File: config.mk
export PLATFORM = sky130hd
export DESIGN_NAME = wbec_queue
export DESIGN_NICKNAME = d
export VERILOG_FILES = /design/src/rtl/wbec_pkg.sv /design/src/rtl/wbec_queue.sv
export SDC_FILE = /design/constraint.sdc
export NUM_CORES = 1
export LEC_CHECK = 0
export BUFFER_PORTS_ARGS = -buffer_cell sky130_fd_sc_hd__buf_2
export CAP_MARGIN = 15
export CORE_ASPECT_RATIO = 0.6
export CORE_MARGIN = 1
export CORE_UTILIZATION = 46
export DETAILED_ROUTE_END_ITERATION = 6
export PLACE_DENSITY = 0.74
export SYNTH_ARGS = -nofsm -noshare
export SYNTH_HDL_FRONTEND = slang
export SYNTH_SLANG_ARGS = --single-unit
export TNS_END_PERCENT = 20
File: constraint.sdc
create_clock -name clk -period 1.84 [get_ports clk]
set_input_delay 0 -clock clk [delete_from_list [all_inputs] [get_ports clk]]
set_output_delay 0 -clock clk [all_outputs]
set_load 0.02 [all_outputs]
File: src/rtl/wbec_pkg.sv
// shared constants, types and the entropy term table
// no dependencies
package wbec_pkg;

	localparam int WINDOW      = 32;
	localparam int HALF_WIN    = WINDOW / 2;
	localparam int NSYM        = 256;
	localparam int SYM_W       = 8;
	localparam int CNT_W       = $clog2(WINDOW + 1);
	localparam int RP_W        = $clog2(WINDOW);
	localparam int Q_W         = 17;
	localparam int QUEUE_DEPTH = 2;

	localparam logic [Q_W-1:0] Q_ONE  = Q_W'(65536);
	localparam logic [Q_W-1:0] Q_HALF = Q_W'(32768);

	typedef struct packed {
		logic [Q_W-1:0] entropy;
		logic           first_fill;
		logic           last;
		logic           too_short;
	} job_t;

	// log2 in q16, fraction by repeated truncated squaring of a q30 mantissa
	function automatic longint unsigned log2_q16(input int unsigned n);
		int unsigned ip;
		longint unsigned y;
		longint unsigned frac;
		int k;
		ip = 0;
		frac = 0;
		if (n == 0) begin
			return 0;
		end
		while ((n >> ip) > 1) begin
			ip++;
		end
		y = longint'(n) << (30 - ip);
		for (k = 15; k >= 0; k--) begin
			y = (y * y) >> 30;
			if (y >= (64'd2 << 30)) begin
				y = y >> 1;
				frac = frac | (64'd1 << k);
			end
		end
		return (longint'(ip) << 16) | frac;
	endfunction

	localparam longint unsigned LOG_WIN  = log2_q16(WINDOW);
	localparam longint unsigned TERM_DEN = longint'(WINDOW) * LOG_WIN;

	typedef logic [Q_W-1:0] term_tab_t [WINDOW+1];

	function automatic term_tab_t build_terms();
		term_tab_t tab;
		longint unsigned lc;
		longint unsigned diff;
		int c;
		tab[0] = '0;
		for (c = 1; c <= WINDOW; c++) begin
			lc = log2_q16(c);
			diff = (LOG_WIN > lc) ? LOG_WIN - lc : 64'd0;
			tab[c] = Q_W'((longint'(c) * diff * 65536) / TERM_DEN);
		end
		return tab;
	endfunction

	localparam term_tab_t TERM_TAB = build_terms();

	function automatic logic [Q_W-1:0] term_of(input logic [CNT_W-1:0] c);
		return (int'(c) <= WINDOW) ? TERM_TAB[c] : '0;
	endfunction

endpackage

File: src/rtl/wbec_queue.sv
// short job queue between the front and back ends
// uses wbec_pkg for the job type and depth
module wbec_queue import wbec_pkg::*; (
	input  logic clk,
	input  logic arst_n,
	input  job_t push_job,
	input  logic push,
	output logic full,
	output job_t pop_job,
	output logic pop_valid,
	input  logic pop
);

	localparam int PTR_W   = (QUEUE_DEPTH > 1) ? $clog2(QUEUE_DEPTH) : 1;
	localparam int COUNT_W = $clog2(QUEUE_DEPTH + 1);

	job_t               slots_q [QUEUE_DEPTH];
	logic [PTR_W-1:0]   wr_ptr_q;
	logic [PTR_W-1:0]   rd_ptr_q;
	logic [COUNT_W-1:0] count_q;
	logic               do_push;
	logic               do_pop;

	assign full      = (count_q == COUNT_W'(QUEUE_DEPTH));
	assign pop_valid = (count_q != '0);
	assign pop_job   = slots_q[rd_ptr_q];
	assign do_push   = push && !full;
	assign do_pop    = pop && pop_valid;

	always_ff @(posedge clk) begin
		if (do_push) begin
			slots_q[wr_ptr_q] <= push_job;
		end
	end

	always_ff @(posedge clk or negedge arst_n) begin
		if (!arst_n) begin
			wr_ptr_q <= '0;
			rd_ptr_q <= '0;
			count_q  <= '0;
		end else begin
			if (do_push) begin
				wr_ptr_q <= (wr_ptr_q == PTR_W'(QUEUE_DEPTH - 1)) ? '0 : wr_ptr_q + 1'b1;
			end
			if (do_pop) begin
				rd_ptr_q <= (rd_ptr_q == PTR_W'(QUEUE_DEPTH - 1)) ? '0 : rd_ptr_q + 1'b1;
			end
			priority if (do_push && !do_pop) begin
				count_q <= count_q + 1'b1;
			end else if (do_pop && !do_push) begin
				count_q <= count_q - 1'b1;
			end
		end
	end

endmodule

==> run summary <==
Starting Density = 50.5%
Mapped Area = 0.00173 sq mm
Post-CTS Setup Inserts = 0
Syn-to-layout area delta = 35.5%
Final Wtd Congestion = 0.639
Worst Clk Skew = 0.00544 ns
Unrepaired setup endpoints after global routing = no
Largest family of logic cells by synthesized area = multiplexers
Synth top area share = 69.5%
Logic pwr share = 40.9%
CTS sink count = 44
Core area = 0.00342 sq mm
# hold bufs at CTS = 22
Crit path top cell by count = xor2_1
VDD IR-drop max = 0.000702 V
Simple-gate area share of the yosys netlist = 2.53%
Routed Antenna Nets = 0
Int Power = 2.33 mW
Antenna cells = 0
Flop pwr share = 43.2%
Setup_tns = 0 ns
Final Hold Slack = 0.0450 ns
Critical path fanouts, max = 4
Area leader, netlist = edfxtp_1
IO Port Bufs = 45
Status = finished, final reports clean
Initial antenna violation count = 0
CTS tree = built
Synth unique cells = 15
GRT overflow = 0
Pwr Total = 3.46 mW
Compound-Gate Fraction of Synth Area = 0%
Final setup violation count = 0
Slew Viols, Final = 0
Sequential fraction of the synthesis area = 75.3%
Worst-Skew Late Latency = 0.29 ns
Share of cells above drive strength 1 = 49.7%
Min Clock Period, post-route = 1.55 ns
Leak = 0.982 nW
R2r endpoint = count_q[1]$_DFFE_PN0P_
Detailed Routing Iterations Pass 1 = 2
Die Area = 0.00401 sq mm
Site Rows = 16
Max Cap Viol = 0
Cell Area, Placed = 0.00204 sq mm
Synth Area in Adders = 0.724%
Total global-route track usage = 15.4%
Reg2Reg Setup Slack = 0.29 ns
Switching fraction of total power = 32.6%
Max Freq = 645 MHz
Worst r2r src = count_q[0]$_DFFE_PN0P_
P per Cell Area = 1480 mW/mm^2
First-pass GRT wire length = 4320 um
Largest net degree at the start of global routing = 17
Sw power = 1.13 mW
Crit-path cells = nand2b_1 -> nand2_1 -> inv_1 -> ha_1 -> xor2_1 -> nor2_1 -> xor2_1
Syn Nets = 106
Xor/xnor cell area share of the yosys netlist = 2.53%
Critical Path Source Type = flip-flop
Worst EP required = 2.05 ns
Final instance area = 0.00234 sq mm
Die Height = 49.5 um
Via density per instance = 4.70
Slew at the pin closest to its max-slew limit = 0.364 ns
Wire length per cell = 13.2 um
Mapped Avg Cell Area = 21.3 sq um
Vias = 958
Slew headroom = 75.8%
I/O pin count = 46
Cells after synthesis = 81
WP data arrival = 1.76 ns
Hold Crit Class = in -> async
WL final = 2690 um
DP HPWL = 1900 um
Worst path max stage delay = 0.42 ns
Die width = 81.1 um
Final net count = 183
Reg clk slew, reported paths = 0.07 ns
TritonCTS Buffers = 5
Post-synthesis mux area share = 17.2%
Starting DRT DRC Count = 18
Worst path buffer plus inverter count = 1
Vias in the first global route = 969
Post-CTS sizing = 0
Crit path max-delay family = simple AND/OR/NAND/NOR gates
Worst R2R Path Depth = 7
Fin crit share = 84.2%
Area contributors post-synth = edfxtp_1 70%, mux2_4 17%, dfrtp_1 5.8%
Drt drc = 0
Clock power frac = 15.9%
Max clock buf depth = 2
Post-synthesis sequential element count = 44
Slowest CP cell = dfrtp_1
CP Capture Type = flip-flop
CTS H-tree depth = 2
Clk root buf = clkbuf_8
Critical path class = reg -> reg
Fin. Hold Viols = 0
Synth Warn # = 0
==> cell families (layout without fill, tap and decap cells) <==
group / after synthesis / after routing
xor gates and xnor gates: 5 / 5
adders and majority gates: 1 / 1
buffers and inverters: 4 / 82
DFF: 44 / 44
muxes: 20 / 20
and+or+nand+nor: 7 / 7
==> final cells by class <==
| class | instances | area, sq um |
|---|---|---|
| fillers | 242 | 1080 |
| clock buffers | 7 | 76.3 |
| clock inverters | 1 | 5.00 |
| well taps | 45 | 56.3 |
| flip-flops and latches | 44 | 1300 |
| inverters | 2 | 7.51 |
| multi-input cells | 33 | 399 |
| repair buffers | 72 | 495 |
==> routing by layer <==
metal / up-vias / share of wire, % / GRT usage [%]
li1: 458 / - / -
met1: 464 / 43 / 17.1
met2: 31 / 49 / 25.6
met3: 5 / 6.1 / 5.74
met4: 0 / 1.3 / 8.04
met5: - / 0 / 0
==> power groups by stage <==
stage	clock (mW)	sequential (mW)	combinational [mW]
after floorplan	0	1.47	1.04
after global placement	0	1.50	1.37
after detailed placement	0	1.52	1.40
after CTS	0.575	1.50	1.44
after global routing	0.610	1.52	1.52
final	0.551	1.49	1.42
==> cell usage after synthesis, drive strengths merged <==
library cell   n
edfxtp        40
mux2          20
dfrtp          4
xnor2          3
buf            2
inv            2
nand2          2
nor2           2
xor2           2
and3           1
ha             1
nand2b         1
or2            1
==> stage by stage <==
stage                     util (%)  cells  setup slack, ns
final                         68.4    204            0.290
after global routing          68.4    204            0.180
after CTS                     68.4    204            0.263
after detailed placement      59.6    174            0.306
after global placement        59.6    174            0.427
after floorplan                  -     81            0.274
==> registers in the layout (all words and copies together) (netlist names) <==
name      flops
slots_q      40
count_q       2
rd_ptr_q      1
wr_ptr_q      1
==> cells in the final DEF (no fill, tap or decap) <==
master,count
clkbuf_1,2
mux2_4,19
mux2_2,1
nand2_4,1
nand2b_1,1
nor2_1,1
nand2_1,1
buf_2,45
clkbuf_8,5
buf_12,1
edfxtp_1,40
or2_4,1
inv_1,2
ha_1,1
and3_1,1
clkinv_2,1
dlygate4sd3_1,22
xnor2_1,3
nor2_2,1
xor2_1,2
buf_4,4
dfrtp_1,4
==> worst max-delay path by stage <==
| stage | start | endpoint | cells past startpoint |
|---|---|---|---|
| 3_3_place_gp | count_q[0]$_DFFE_PN0P_ | count_q[1]$_DFFE_PN0P_ | 7 |
| 2_1_floorplan | count_q[0]$_DFFE_PN0P_ | slots_q[0][0]$_DFFE_PP_ | 3 |
| 4_1_cts | rd_ptr_q$_DFFE_PN0P_ | pop_job[17] | 3 |
| 6_report | count_q[0]$_DFFE_PN0P_ | count_q[1]$_DFFE_PN0P_ | 7 |
| 3_5_place_dp | count_q[0]$_DFFE_PN0P_ | count_q[1]$_DFFE_PN0P_ | 7 |
| 5_1_grt | count_q[0]$_DFFE_PN0P_ | count_q[1]$_DFFE_PN0P_ | 7 |
No activity file was read; power rests on OpenSTA's default activity.
