$ cat config.mk
export PLATFORM = sky130hd
export DESIGN_NAME = wbec_back
export DESIGN_NICKNAME = d
export VERILOG_FILES = /design/src/rtl/wbec_pkg.sv /design/src/rtl/wbec_back.sv
export SDC_FILE = /design/constraint.sdc
export NUM_CORES = 2
export LEC_CHECK = 0
export BUFFER_PORTS_ARGS = -buffer_cell sky130_fd_sc_hd__buf_2
export CAP_MARGIN = 15
export CORE_MARGIN = 3
export CORE_UTILIZATION = 45
export CTS_BUF_LIST = sky130_fd_sc_hd__clkbuf_8
export CTS_CLUSTER_SIZE = 14
export DETAILED_ROUTE_END_ITERATION = 10
export PLACE_DENSITY = 0.66
export SLEW_MARGIN = 20
export SYNTH_ARGS = -nofsm -noshare
export SYNTH_HDL_FRONTEND = slang
export SYNTH_SLANG_ARGS = --single-unit
$ cat constraint.sdc
create_clock -name clk -period 10.4 [get_ports clk]
set_input_delay 2.08 -clock clk [delete_from_list [all_inputs] [get_ports clk]]
set_output_delay 2.08 -clock clk [all_outputs]
set_load 0.05 [all_outputs]
$ cat src/rtl/wbec_pkg.sv
// shared constants, types and the entropy term table
// no dependencies
package wbec_pkg;

	localparam int WINDOW      = 32;
	localparam int HALF_WIN    = WINDOW / 2;
	localparam int NSYM        = 256;
	localparam int SYM_W       = 8;
	localparam int CNT_W       = $clog2(WINDOW + 1);
	localparam int RP_W        = $clog2(WINDOW);
	localparam int Q_W         = 17;
	localparam int QUEUE_DEPTH = 2;

	localparam logic [Q_W-1:0] Q_ONE  = Q_W'(65536);
	localparam logic [Q_W-1:0] Q_HALF = Q_W'(32768);

	typedef struct packed {
		logic [Q_W-1:0] entropy;
		logic           first_fill;
		logic           last;
		logic           too_short;
	} job_t;

	// log2 in q16, fraction by repeated truncated squaring of a q30 mantissa
	function automatic longint unsigned log2_q16(input int unsigned n);
		int unsigned ip;
		longint unsigned y;
		longint unsigned frac;
		int k;
		ip = 0;
		frac = 0;
		if (n == 0) begin
			return 0;
		end
		while ((n >> ip) > 1) begin
			ip++;
		end
		y = longint'(n) << (30 - ip);
		for (k = 15; k >= 0; k--) begin
			y = (y * y) >> 30;
			if (y >= (64'd2 << 30)) begin
				y = y >> 1;
				frac = frac | (64'd1 << k);
			end
		end
		return (longint'(ip) << 16) | frac;
	endfunction

	localparam longint unsigned LOG_WIN  = log2_q16(WINDOW);
	localparam longint unsigned TERM_DEN = longint'(WINDOW) * LOG_WIN;

	typedef logic [Q_W-1:0] term_tab_t [WINDOW+1];

	function automatic term_tab_t build_terms();
		term_tab_t tab;
		longint unsigned lc;
		longint unsigned diff;
		int c;
		tab[0] = '0;
		for (c = 1; c <= WINDOW; c++) begin
			lc = log2_q16(c);
			diff = (LOG_WIN > lc) ? LOG_WIN - lc : 64'd0;
			tab[c] = Q_W'((longint'(c) * diff * 65536) / TERM_DEN);
		end
		return tab;
	endfunction

	localparam term_tab_t TERM_TAB = build_terms();

	function automatic logic [Q_W-1:0] term_of(input logic [CNT_W-1:0] c);
		return (int'(c) <= WINDOW) ? TERM_TAB[c] : '0;
	endfunction

endpackage

$ cat src/rtl/wbec_back.sv
// back end: red and blue curves through registered multiplies, then result emission
// uses wbec_pkg; takes jobs from the queue
module wbec_back import wbec_pkg::*; (
	input  logic           clk,
	input  logic           arst_n,
	input  job_t           job,
	input  logic           job_valid,
	output logic           job_pop,
	output logic           out_valid,
	input  logic           out_ready,
	output logic [Q_W-1:0] entropy_value,
	output logic [Q_W-1:0] red_value,
	output logic [Q_W-1:0] blue_value,
	output logic           last_result,
	output logic           too_short
);

	localparam logic [2:0] B_IDLE = 3'd0;
	localparam logic [2:0] B_MUL1 = 3'd1;
	localparam logic [2:0] B_MUL2 = 3'd2;
	localparam logic [2:0] B_MUL3 = 3'd3;
	localparam logic [2:0] B_EMIT = 3'd4;

	localparam int V_W = Q_W - 1;
	localparam int P_W = 2 * Q_W;

	logic [2:0]       state_q;
	job_t             job_q;
	logic [CNT_W-1:0] cnt_q;
	logic             out_valid_q;

	logic [V_W-1:0]   v_s1;
	logic [2*V_W-1:0] vv_s1;
	logic [Q_W-1:0]   blue_s1;
	logic [Q_W-1:0]   q2_s2;
	logic [Q_W-1:0]   red_s3;

	logic [V_W-1:0]   v;
	logic [P_W-1:0]   ee;
	logic [V_W-1:0]   diff;
	logic [Q_W-1:0]   q;
	logic [P_W-1:0]   qq;
	logic [P_W-1:0]   rr;
	logic [CNT_W-1:0] n_res;
	logic             load;

	assign v    = (job_q.entropy > Q_HALF) ? V_W'(job_q.entropy - Q_HALF) : '0;
	assign ee   = P_W'(job_q.entropy) * P_W'(job_q.entropy);
	assign diff = v_s1 - vv_s1[2*V_W-1:V_W];
	assign q    = {diff[Q_W-3:0], 2'b00};
	assign qq   = P_W'(q) * P_W'(q);
	assign rr   = P_W'(q2_s2) * P_W'(q2_s2);

	always_comb begin
		priority if (job_q.too_short) begin
			n_res = CNT_W'(1);
		end else begin
			n_res = (job_q.first_fill ? CNT_W'(HALF_WIN + 1) : CNT_W'(1))
				+ (job_q.last ? CNT_W'(WINDOW - HALF_WIN - 1) : CNT_W'(0));
		end
	end

	assign job_pop   = (state_q == B_IDLE) && job_valid;
	assign load      = (state_q == B_EMIT) && (!out_valid_q || out_ready);
	assign out_valid = out_valid_q;

	always_ff @(posedge clk) begin
		if (job_pop) begin
			job_q <= job;
		end
		if (state_q == B_MUL1) begin
			v_s1    <= v;
			vv_s1   <= v * v;
			blue_s1 <= ee[Q_W+15:16];
		end
		if (state_q == B_MUL2) begin
			q2_s2 <= qq[Q_W+15:16];
		end
		if (state_q == B_MUL3) begin
			red_s3 <= rr[Q_W+15:16];
		end
		if (load) begin
			entropy_value <= job_q.entropy;
			red_value     <= red_s3;
			blue_value    <= blue_s1;
			last_result   <= job_q.last && (cnt_q == CNT_W'(1));
			too_short     <= job_q.too_short;
		end
	end

	always_ff @(posedge clk or negedge arst_n) begin
		if (!arst_n) begin
			state_q     <= B_IDLE;
			cnt_q       <= '0;
			out_valid_q <= 1'b0;
		end else begin
			priority if (load) begin
				out_valid_q <= 1'b1;
			end else if (out_ready) begin
				out_valid_q <= 1'b0;
			end
			unique case (state_q)
				B_IDLE: begin
					if (job_valid) begin
						state_q <= B_MUL1;
					end
				end
				B_MUL1: begin
					state_q <= B_MUL2;
				end
				B_MUL2: begin
					state_q <= B_MUL3;
				end
				B_MUL3: begin
					cnt_q   <= n_res;
					state_q <= B_EMIT;
				end
				B_EMIT: begin
					if (load) begin
						cnt_q <= cnt_q - 1'b1;
						if (cnt_q == CNT_W'(1)) begin
							state_q <= B_IDLE;
						end
					end
				end
				default: begin
					state_q <= B_IDLE;
				end
			endcase
		end
	end

endmodule

==> run metrics <==
Die Span Y=278 µm; WL final=66.7 mm; Worst EP required=10.71 ns; Longest Clk Path Bufs=2; nets=4527; worst flop-to-flop path endpoint=vv_s1[30]; Worst Tran Pin Value=0.901 ns; Synth Instances=3369; H-tree levels=4; Post-Syn Area per Cell=9.89 µm²; largest net degree at the start of global routing=49; Unique masters post-synth=71; vias in the first global route=23.6k; PostCTS Resize Cnt=0; Vias=21.5k; Antenna Nets Post-Route=0; RSZ-0062 raised after global routing=no; Ports=79; DR iter-0 viols=1020; Synth Register Bits=164; netlist area before placement=33300 µm²; Setup Skew=0.0224 ns; largest family of logic cells by synthesized area=adder cells; Post-synth ARST share=6.10%; DR WL/cell=15.2 µm; Post-Synth Simple-Gate Area=10.6%; Layout area overhead=5.88%; max frequency=114 MHz; R2R Setup Slk=1.59 ns; Setup TNS Final=0 ns; grt met3 use=2.65%; Hold EP=red_value[7]; worst-path fanout max=36; Starting Density=45.5%; area share of fa/ha/maj cells after synthesis=55.9%; syn nets=4474; WS Path Type=flop to flop; setup bufs post-CTS=0; Synth Warn #=0; CTS sink count=164; met1 Track Usage GR=24.0%; die area=77300 µm²; Final setup viols=0; HP Class=flop to flop; Setup crit start kind=flop; Final Cycle Share=84.7%; cell family with most CP delay=adder cells; port bufs=78; most frequent CP cell=fa_1; GRT Max-Usage Layer=met2; first-pass GRT wire length=115 mm; Pins Over Slew Limit=0; overall routing resource usage=18.6%; final hold vios=0; status=complete, no violations; Post-synth EDFFs=154; Slowest cell on crit path=fa_1; Post-Place Worst Slack=1.73 ns; mux contribution to synthesized area=0.135%; CP Buf/Inv Count=8; row cnt=99; Synth Area in XOR/XNOR=2.84%; CTS tree=built; slowest stage delay, CP=0.55 ns; min cycle time layout=8.81 ns; hold_sp=red_s3[7]; TritonRoute pass-1 iters=6; initial antenna violation count=1; CTS Hold Bufs=0; GRT overflow=0; setup ws final=1.59 ns; clock-pin slew on the worst setup and hold paths=0.11 ns; GP Congestion=0.851; met2 GRT Util=32.6%; drt drc=0; Synth Area in Compound Gates=3.92%; main flop type after synthesis=edfxtp_1; post-synthesis sequential area ratio=14.6%; CORE AREA=73200 µm²; ratio of cells with drive above 1 in the final layout=5.07%; CP arrival=9.12 ns; Reg2Reg Depth=29; die width=278 µm; routed vias/inst=4.89; Critical R2R Launch=job_q[16]; Hold Path Stages=0; worst-skew pair later-pin latency=0.57 ns; post-detail-place hpwl=55.7 mm; Root Buffer=clkbuf_8; Slew Limit Headroom=39.9%; Max-Cap Viols=0; type of element capturing the critical path=flop; cts bufs inserted=17
[area by class of cell]
cell class,instances,area [µm²]
fill,6904,37900
multi-input combinational,2143,24500
sequential,164,4870
inverter,983,3690
tap,959,1200
timing repair buffer,113,653
clock buffer,17,234
clock inverter,15,156
antenna,1,2.50
[cells by family (layout without fill, tap and decap cells)]
family / count (synthesis) / in the layout
buffers and inverters: 1062 / 1128
DFF: 164 / 164
other: 0 / 1
adders and majority gates: 1081 / 1081
muxes: 4 / 4
xor gates and xnor gates: 108 / 108
and+or+nand+nor: 758 / 758
AOI/OAI and AO/OA: 192 / 192
[cell usage after synthesis (12+ instances only)]
| cell | number | share of area, % |
|---|---|---|
| nand2_1 | 296 | 3.3 |
| nor2b_1 | 15 | 0.28 |
| a21o_1 | 28 | 0.63 |
| clkbuf_1 | 74 | 0.83 |
| and2_1 | 121 | 2.3 |
| edfxtp_1 | 154 | 14 |
| ha_1 | 401 | 15 |
| o21ai_0 | 34 | 0.51 |
| nor3_1 | 30 | 0.45 |
| xor2_1 | 38 | 1.0 |
| nor2_1 | 184 | 2.1 |
| o21a_1 | 12 | 0.27 |
| a21oi_1 | 57 | 0.86 |
| xnor2_1 | 70 | 1.8 |
| or3_1 | 12 | 0.23 |
| nand3_1 | 16 | 0.24 |
| and3_1 | 22 | 0.41 |
| nand2b_1 | 19 | 0.36 |
| fa_1 | 680 | 41 |
| inv_1 | 971 | 11 |
[metrics by stage]
step	util (%)	std cells	instance area [µm²]	hold slack (ns)
5_1_grt	48.2	4395	35300	0.432
4_1_cts	48.2	4394	35300	0.427
3_3_place_gp	47.7	4362	34900	0.401
3_5_place_dp	47.7	4362	34900	0.405
6_report	48.2	4395	35300	0.424
2_1_floorplan	-	3369	33300	0.400
[cell usage in the layout, fill, tap and decap left out, types with 15 or more instances in the layout]
cell / count
a21o_1: 28
a21oi_1: 56
and2_1: 121
and3_1: 21
buf_2: 78
buf_4: 35
clkbuf_8: 17
edfxtp_1: 154
fa_1: 680
ha_1: 401
inv_1: 971
nand2_1: 296
nand2b_1: 19
nand3_1: 16
nor2_1: 184
nor2b_1: 15
nor3_1: 30
o21ai_0: 34
xnor2_1: 70
xor2_1: 38
[worst max-delay path by stage]
| stage | start | end | slack (ns) | cells after the start |
|---|---|---|---|---|
| 5_1_grt | job_q[16] | vv_s1[30] | 0.86 | 31 |
| 6_report | job_q[16] | vv_s1[30] | 1.59 | 29 |
| 3_5_place_dp | job_q[16] | vv_s1[30] | 1.73 | 29 |
| 2_1_floorplan | v_s1[0] | q2_s2[8] | 2.66 | 30 |
| 4_1_cts | job_q[16] | vv_s1[30] | 1.67 | 29 |
| 3_3_place_gp | v_s1[1] | q2_s2[8] | 2.06 | 30 |
[routing by layer]
layer  part of all wire [%]  vias up  routed length, µm
li1                       -    10197                  -
met1                     43    10849              28600
met2                     51      354              34000
met3                    3.8       82               2550
met4                    2.2        0               1450
met5                      0        -                  0
[worst register-to-register path, delay by kind of cell, from the launching register on]
family	cells	cell delay, ns
simple gates	4	1.10
compound gates	9	2.28
fa+ha+maj	7	3.03
xor+xnor	1	0.14
flops	1	0.34
buf+inv	8	1.66
[flip-flops by register name (all words and copies together), names as in the netlist]
register       count
job_q             20
blue_s1           17
blue_value        17
entropy_value     17
q2_s2             17
red_s3            17
red_value         17
v_s1              15
vv_s1             15
cnt_q              6
state_q            3
last_result        1
out_valid          1
too_short          1
Power is left out: the tool's default activity adds up to more than one toggle a clock period on the data nets, which glitch-free logic cannot reach.
