<file path="src/rtl/wbec_pkg.sv">
// shared constants, types and the entropy term table
// no dependencies
package wbec_pkg;

	localparam int WINDOW      = 32;
	localparam int HALF_WIN    = WINDOW / 2;
	localparam int NSYM        = 256;
	localparam int SYM_W       = 8;
	localparam int CNT_W       = $clog2(WINDOW + 1);
	localparam int RP_W        = $clog2(WINDOW);
	localparam int Q_W         = 17;
	localparam int QUEUE_DEPTH = 2;

	localparam logic [Q_W-1:0] Q_ONE  = Q_W'(65536);
	localparam logic [Q_W-1:0] Q_HALF = Q_W'(32768);

	typedef struct packed {
		logic [Q_W-1:0] entropy;
		logic           first_fill;
		logic           last;
		logic           too_short;
	} job_t;

	// log2 in q16, fraction by repeated truncated squaring of a q30 mantissa
	function automatic longint unsigned log2_q16(input int unsigned n);
		int unsigned ip;
		longint unsigned y;
		longint unsigned frac;
		int k;
		ip = 0;
		frac = 0;
		if (n == 0) begin
			return 0;
		end
		while ((n >> ip) > 1) begin
			ip++;
		end
		y = longint'(n) << (30 - ip);
		for (k = 15; k >= 0; k--) begin
			y = (y * y) >> 30;
			if (y >= (64'd2 << 30)) begin
				y = y >> 1;
				frac = frac | (64'd1 << k);
			end
		end
		return (longint'(ip) << 16) | frac;
	endfunction

	localparam longint unsigned LOG_WIN  = log2_q16(WINDOW);
	localparam longint unsigned TERM_DEN = longint'(WINDOW) * LOG_WIN;

	typedef logic [Q_W-1:0] term_tab_t [WINDOW+1];

	function automatic term_tab_t build_terms();
		term_tab_t tab;
		longint unsigned lc;
		longint unsigned diff;
		int c;
		tab[0] = '0;
		for (c = 1; c <= WINDOW; c++) begin
			lc = log2_q16(c);
			diff = (LOG_WIN > lc) ? LOG_WIN - lc : 64'd0;
			tab[c] = Q_W'((longint'(c) * diff * 65536) / TERM_DEN);
		end
		return tab;
	endfunction

	localparam term_tab_t TERM_TAB = build_terms();

	function automatic logic [Q_W-1:0] term_of(input logic [CNT_W-1:0] c);
		return (int'(c) <= WINDOW) ? TERM_TAB[c] : '0;
	endfunction

endpackage

</file>
<file path="src/rtl/wbec_front.sv">
// front end: takes bytes, keeps the window ring and histogram, tracks the entropy sum
// uses wbec_pkg; pushes one job per window result group into the queue
module wbec_front import wbec_pkg::*; (
	input  logic             clk,
	input  logic             arst_n,
	input  logic             in_valid,
	output logic             in_ready,
	input  logic [SYM_W-1:0] byte_value,
	input  logic             last_byte,
	output job_t             job,
	output logic             job_push,
	input  logic             job_full
);

	localparam logic [1:0] F_IDLE   = 2'd0;
	localparam logic [1:0] F_RD_OLD = 2'd1;
	localparam logic [1:0] F_WR_OLD = 2'd2;
	localparam logic [1:0] F_WR_NEW = 2'd3;

	logic [1:0]       state_q;
	logic [SYM_W-1:0] byte_q;
	logic             last_q;
	logic             fill_q;
	logic [CNT_W-1:0] seen_q;
	logic [RP_W-1:0]  rp_q;
	logic [Q_W-1:0]   sum_q;
	logic             fwd_q;
	logic [CNT_W-1:0] fwd_cnt_q;

	logic [SYM_W-1:0] win_mem [WINDOW];
	logic [SYM_W-1:0] win_rd_q;

	logic [CNT_W-1:0] hist_mem [NSYM];
	logic [CNT_W-1:0] hist_rd_q;
	logic [NSYM-1:0]  hist_vld_q;
	logic             hist_vld_rd_q;

	logic             accept;
	logic             evict;
	logic             hist_re;
	logic [SYM_W-1:0] hist_raddr;
	logic             hist_we;
	logic [SYM_W-1:0] hist_waddr;
	logic [CNT_W-1:0] hist_wdata;
	logic [CNT_W-1:0] cnt_rd;
	logic [CNT_W-1:0] cnt_new_cur;
	logic [CNT_W-1:0] cnt_dec;
	logic [CNT_W-1:0] cnt_inc;
	logic [Q_W-1:0]   sum_old_nxt;
	logic [Q_W-1:0]   sum_new_nxt;
	logic [Q_W-1:0]   e_clamp;
	logic             is_full;
	logic             need_push;
	logic             commit;

	assign in_ready = (state_q == F_IDLE);
	assign accept   = in_valid && in_ready;
	assign evict    = (seen_q == CNT_W'(WINDOW));
	assign is_full  = (seen_q == CNT_W'(WINDOW));

	assign cnt_rd      = hist_vld_rd_q ? hist_rd_q : '0;
	assign cnt_new_cur = fwd_q ? fwd_cnt_q : cnt_rd;
	assign cnt_dec     = (cnt_rd != '0) ? cnt_rd - 1'b1 : cnt_rd;
	assign cnt_inc     = (cnt_new_cur < CNT_W'(WINDOW)) ? cnt_new_cur + 1'b1 : cnt_new_cur;
	assign sum_old_nxt = sum_q - term_of(cnt_rd) + term_of(cnt_dec);
	assign sum_new_nxt = sum_q - term_of(cnt_new_cur) + term_of(cnt_inc);
	assign e_clamp     = (sum_new_nxt > Q_ONE) ? Q_ONE : sum_new_nxt;

	assign need_push = is_full || last_q;
	assign commit    = (state_q == F_WR_NEW) && (!need_push || !job_full);
	assign job_push  = commit && need_push;

	always_comb begin
		job.entropy    = is_full ? e_clamp : '0;
		job.first_fill = fill_q;
		job.last       = last_q;
		job.too_short  = !is_full;
	end

	always_comb begin
		hist_re    = 1'b0;
		hist_raddr = byte_value;
		hist_we    = 1'b0;
		hist_waddr = byte_q;
		hist_wdata = cnt_inc;
		unique case (state_q)
			F_IDLE: begin
				hist_re    = accept && !evict;
				hist_raddr = byte_value;
			end
			F_RD_OLD: begin
				hist_re    = 1'b1;
				hist_raddr = win_rd_q;
			end
			F_WR_OLD: begin
				hist_re    = 1'b1;
				hist_raddr = byte_q;
				hist_we    = 1'b1;
				hist_waddr = win_rd_q;
				hist_wdata = cnt_dec;
			end
			F_WR_NEW: begin
				hist_we    = commit;
				hist_waddr = byte_q;
				hist_wdata = cnt_inc;
			end
			default: begin
				hist_re = 1'b0;
			end
		endcase
	end

	// window ring, read before write at the same slot
	always_ff @(posedge clk) begin
		if (accept) begin
			win_mem[rp_q] <= byte_value;
			win_rd_q      <= win_mem[rp_q];
		end
	end

	// histogram counts
	always_ff @(posedge clk) begin
		if (hist_we) begin
			hist_mem[hist_waddr] <= hist_wdata;
		end
		if (hist_re) begin
			hist_rd_q <= hist_mem[hist_raddr];
		end
	end

	// histogram valid bits, cleared at reset and at chunk end
	always_ff @(posedge clk or negedge arst_n) begin
		if (!arst_n) begin
			hist_vld_q    <= '0;
			hist_vld_rd_q <= 1'b0;
		end else begin
			if (hist_re) begin
				hist_vld_rd_q <= hist_vld_q[hist_raddr];
			end
			if (commit && last_q) begin
				hist_vld_q <= '0;
			end else if (hist_we) begin
				hist_vld_q[hist_waddr] <= 1'b1;
			end
		end
	end

	always_ff @(posedge clk) begin
		if (accept) begin
			byte_q <= byte_value;
			last_q <= last_byte;
			fill_q <= !evict && (seen_q == CNT_W'(WINDOW - 1));
		end
		if (state_q == F_WR_OLD) begin
			fwd_cnt_q <= cnt_dec;
		end
	end

	always_ff @(posedge clk or negedge arst_n) begin
		if (!arst_n) begin
			state_q <= F_IDLE;
			seen_q  <= '0;
			rp_q    <= '0;
			sum_q   <= '0;
			fwd_q   <= 1'b0;
		end else begin
			unique case (state_q)
				F_IDLE: begin
					if (accept) begin
						rp_q  <= (rp_q == RP_W'(WINDOW - 1)) ? '0 : rp_q + 1'b1;
						fwd_q <= 1'b0;
						if (evict) begin
							state_q <= F_RD_OLD;
						end else begin
							seen_q  <= seen_q + 1'b1;
							state_q <= F_WR_NEW;
						end
					end
				end
				F_RD_OLD: begin
					state_q <= F_WR_OLD;
				end
				F_WR_OLD: begin
					sum_q   <= sum_old_nxt;
					fwd_q   <= (byte_q == win_rd_q);
					state_q <= F_WR_NEW;
				end
				F_WR_NEW: begin
					if (commit) begin
						state_q <= F_IDLE;
						if (last_q) begin
							sum_q  <= '0;
							seen_q <= '0;
							rp_q   <= '0;
						end else begin
							sum_q <= sum_new_nxt;
						end
					end
				end
				default: begin
					state_q <= F_IDLE;
				end
			endcase
		end
	end

endmodule

</file>
<file path="config.mk">
export PLATFORM = sky130hd
export DESIGN_NAME = wbec_front
export DESIGN_NICKNAME = d
export VERILOG_FILES = /design/src/rtl/wbec_pkg.sv /design/src/rtl/wbec_front.sv
export SDC_FILE = /design/constraint.sdc
export NUM_CORES = 2
export LEC_CHECK = 0
export ABC_AREA = 1
export BUFFER_PORTS_ARGS = -buffer_cell sky130_fd_sc_hd__buf_2
export CAP_MARGIN = 10
export CORE_AREA = 3 3 416 418
export CTS_CLUSTER_DIAMETER = 200
export CTS_CLUSTER_SIZE = 40
export DETAILED_ROUTE_END_ITERATION = 8
export DIE_AREA = 0 0 419 421
export PLACE_DENSITY = 0.75
export SLEW_MARGIN = 40
export SYNTH_ARGS = -nofsm -noshare
export SYNTH_HDL_FRONTEND = slang
export SYNTH_SLANG_ARGS = --single-unit
</file>
<file path="constraint.sdc">
create_clock -name clk -period 18.3 [get_ports clk]
set_clock_uncertainty 0.2 [all_clocks]
set_input_delay 0.915 -clock clk [delete_from_list [all_inputs] [get_ports clk]]
set_output_delay 0.915 -clock clk [all_outputs]
set_load 0.02 [all_outputs]
</file>
==> summary.txt <==
Timing
  – Maximum clock frequency: 113.6 MHz
  – Worst-margin pin slew: roughly 0.9 ns
  – Final hold vios: 0
  – Final min period: 8.799 ns
  – Final setup violation count: 0
  – Final period util: between 40% and 50%
  – RSZ-0062 raised after global routing: no
  – Worst slew margin: between 30% and 40%
  – Final slew viol count: 0
  – Setup tns final: 0 ns

Worst setup path
  – Crit-path max cell delay: roughly 0.67 ns
  – Reg2reg setup slack: about 11 ns
  – CP arrival: about 7.7 ns
  – Buffers & Inverters on Critical Path: 7
  – Crit path kind: register to output port
  – CP delay by family, top: simple AND/OR/NAND/NOR gates
  – Critical Path End Type: output port
  – Slowest-stage cell, CP: dfrtp_1
  – Crit start category: register
  – Worst path required time: 17.19 ns
  – Most Frequent Cell on Critical Path: nand2_1
  – CP Max Fanout: 22

Yosys
  – Yosys cell types: 55
  – Syn Std Cell Area: just over 90000 sq um
  – Synthesized instance count: 8794
  – Synth area leader: edfxtp_1
  – Ys async rst share: a little over an eighth
  – Synth area leaders: edfxtp_1 59%, nand2_1 9.1%, nand3_1 8.5%
  – Post-synth top flop: edfxtp_1
  – EDFF count, synth: ~1800
  – Yosys top cell area share: about three fifths
  – Synthesized Nets: just under 9000
  – Sequential share of the synthesized area: between 60% and 70%
  – Post-Syn Area per Cell: approximately 11 sq um
  – YS warnings: 0
  – #FFs+latches synth: 2110

Die
  – Site row count: between 150 and 200
  – Die H: approximately 420 um
  – Core area: ~170000 sq um
  – Die Wd: about 420 um
  – IO Pins: 35
  – Die area: about 180000 sq um
  – Initial core utilization: between 50% and 60%

Final layout
  – Area occupied by registers: between 60000 and 70000 sq um
  – Share of layout cells above drive strength 1: 3.615%
  – Multi-input combinational cell area: about 27000 sq um
  – Area delta synth->final: 3.786%
  – Final nets: approximately 8600
  – Filler cells: about 14000

CTS
  – TritonCTS buffer count: 58
  – Postcts setup bufs: 0
  – CTS max path bufs: 3
  – Clock Tree Root: clkbuf_16
  – H-tree levels: 2
  – CTS tree: done
  – Clk slew on worst S/H paths: about 0.17 ns
  – Clock sinks: around 2100
  – Clock Latency Late Sink: approximately 0.8 ns

Detailed routing
  – Pre-Repair DR Iteration Count: 8
  – DRT iter0 DRCs: between 9000 and 10000
  – Via density: 6.079
  – Final ANT Viol Nets: 0
  – DRC viols: 0
  – Wire per inst: ~23 um
  – Drt total wl: roughly 250000 um
  – Vias: between 60000 and 70000

Placement
  – I/O Buffers: 34
  – Routability congestion estimate: around 0.90
  – Hpwl dp: 141500 um

Global routing
  – First-pass GRT wire length: around 370000 um
  – Tot GR Track Use: a little over a quarter
  – Antenna violations before repair: 3
  – GRT overflow: 0
  – Pin count of the biggest net entering global routing: 203
  – Vias in the first global route: 62200

Status
  – Status: complete, no violations

Job
  – MaxCap Viol Count: 0

Worst hold path
  – Worst Hold Class: input pin to register
## per-stage QoR
step	hold slack [ns]	instances	instance area [sq um]	setup WS (ns)	utilization, %
floorplan	0.2489	8794	93190	3.766	-
global placement	0.2639	10590	94520	10.31	55.77
detailed placement	0.2710	10600	94790	10.48	55.93
CTS	0.08126	10710	96490	9.582	56.94
global route	0.1016	10710	96710	8.790	57.07
finish	0.1241	10710	96710	9.501	57.07
## flip-flops by register name, indices dropped and copies added, names as in the netlist
register	count
hist_rd_q	6
win_mem	256
hist_vld_q	256
hist_mem	1536
rp_q	5
seen_q	6
fwd_cnt_q	6
hist_vld_rd_q	1
sum_q	17
byte_q	8
fwd_q	1
state_q	2
win_rd_q	8
fill_q	1
last_q	1
## area by class of cell
class                   instances  area share (%)
flip-flops and latches       2110           64.03
clock buffers                 105           1.705
repair buffers                133           1.388
clock inverters                 3         0.04528
diodes                          2        0.005175
well taps                    2218           2.869
multi-input cells            5730           28.31
inverters                     412           1.647
## worst reg2reg max path: cells and delay by family, from the launching register on
family | cells | cell delay [ns]
buffers and inverters | 6 | 3.19
AND/OR/NAND/NOR | 8 | 2.09
adder cells (fa/ha/maj) | 1 | 0.78
flip-flops | 1 | 0.42
AO/OA/AOI/OAI | 3 | 0.40
## layout by cell type, fill, tap and decap left out, types with 21 or more instances in the layout
cell type	instances
nand2_1	2269
edfxtp_1	1822
nand3_1	1570
nor2_1	837
inv_1	380
dfrtp_1	287
o21ai_0	252
o21a_1	132
a21oi_1	86
o211ai_1	83
ha_1	76
o22ai_1	74
nand3b_1	73
clkbuf_16	59
buf_4	55
clkbuf_1	46
buf_2	33
fa_1	26
nor3_1	21
## cell families (layout without fill, tap and decap cells)
group                      Yosys count  in the layout  share of synthesized area, %
AOI/OAI and AO/OA                  756            756                         5.090
xor gates and xnor gates            26             26                        0.2444
adders and majority gates          102            102                         1.579
buffers and inverters              954            653                         4.455
DFF                               2110           2110                         66.45
other                                0              2                             0
and+or+nand+nor                   4846           4846                         22.18
## metal layers
metal | global-route usage, % | part of all wire, % | vias to the layer above
met4 | 11.10 | 4.5 | 0
li1 | - | - | 29540
met1 | 37.83 | 38 | 31520
met3 | 4.093 | 10 | 531
met2 | 43.62 | 47 | 3527
met5 | 0 | 0 | -
## repair_timing
item | 4_1_cts | 5_1_grt
resized for setup | 0 | 0
endpoints found under the hold margin | 34 | 0
hold buffers | 1 | 0
## cell usage after synthesis, types with 83 or more instances
| cell | instances |
|---|---|
| nor2_1 | 845 |
| nand3_1 | 1576 |
| o21ai_0 | 264 |
| clkbuf_1 | 218 |
| inv_1 | 383 |
| dfrtp_1 | 288 |
| o211ai_1 | 83 |
| edfxtp_1 | 1822 |
| o21a_1 | 132 |
| nand2_1 | 2270 |
| a21oi_1 | 87 |
| buf_2 | 204 |
## final timing paths
check	cells past startpoint	startpoint	endpoint
setup / recovery	29	fwd_q	job[5]
hold / removal	1	last_byte	last_q
setup reg to reg	18	state_q[0]	hist_rd_q[5]
hold reg to reg	1	hist_vld_q[89]	hist_vld_q[89]
max in group asynchronous	4	arst_n	hist_vld_q[31]
min in group asynchronous	2	arst_n	sum_q[1]
Power is left out: the tool's default activity adds up to more than one toggle a clock period on the data nets, which glitch-free logic cannot reach.
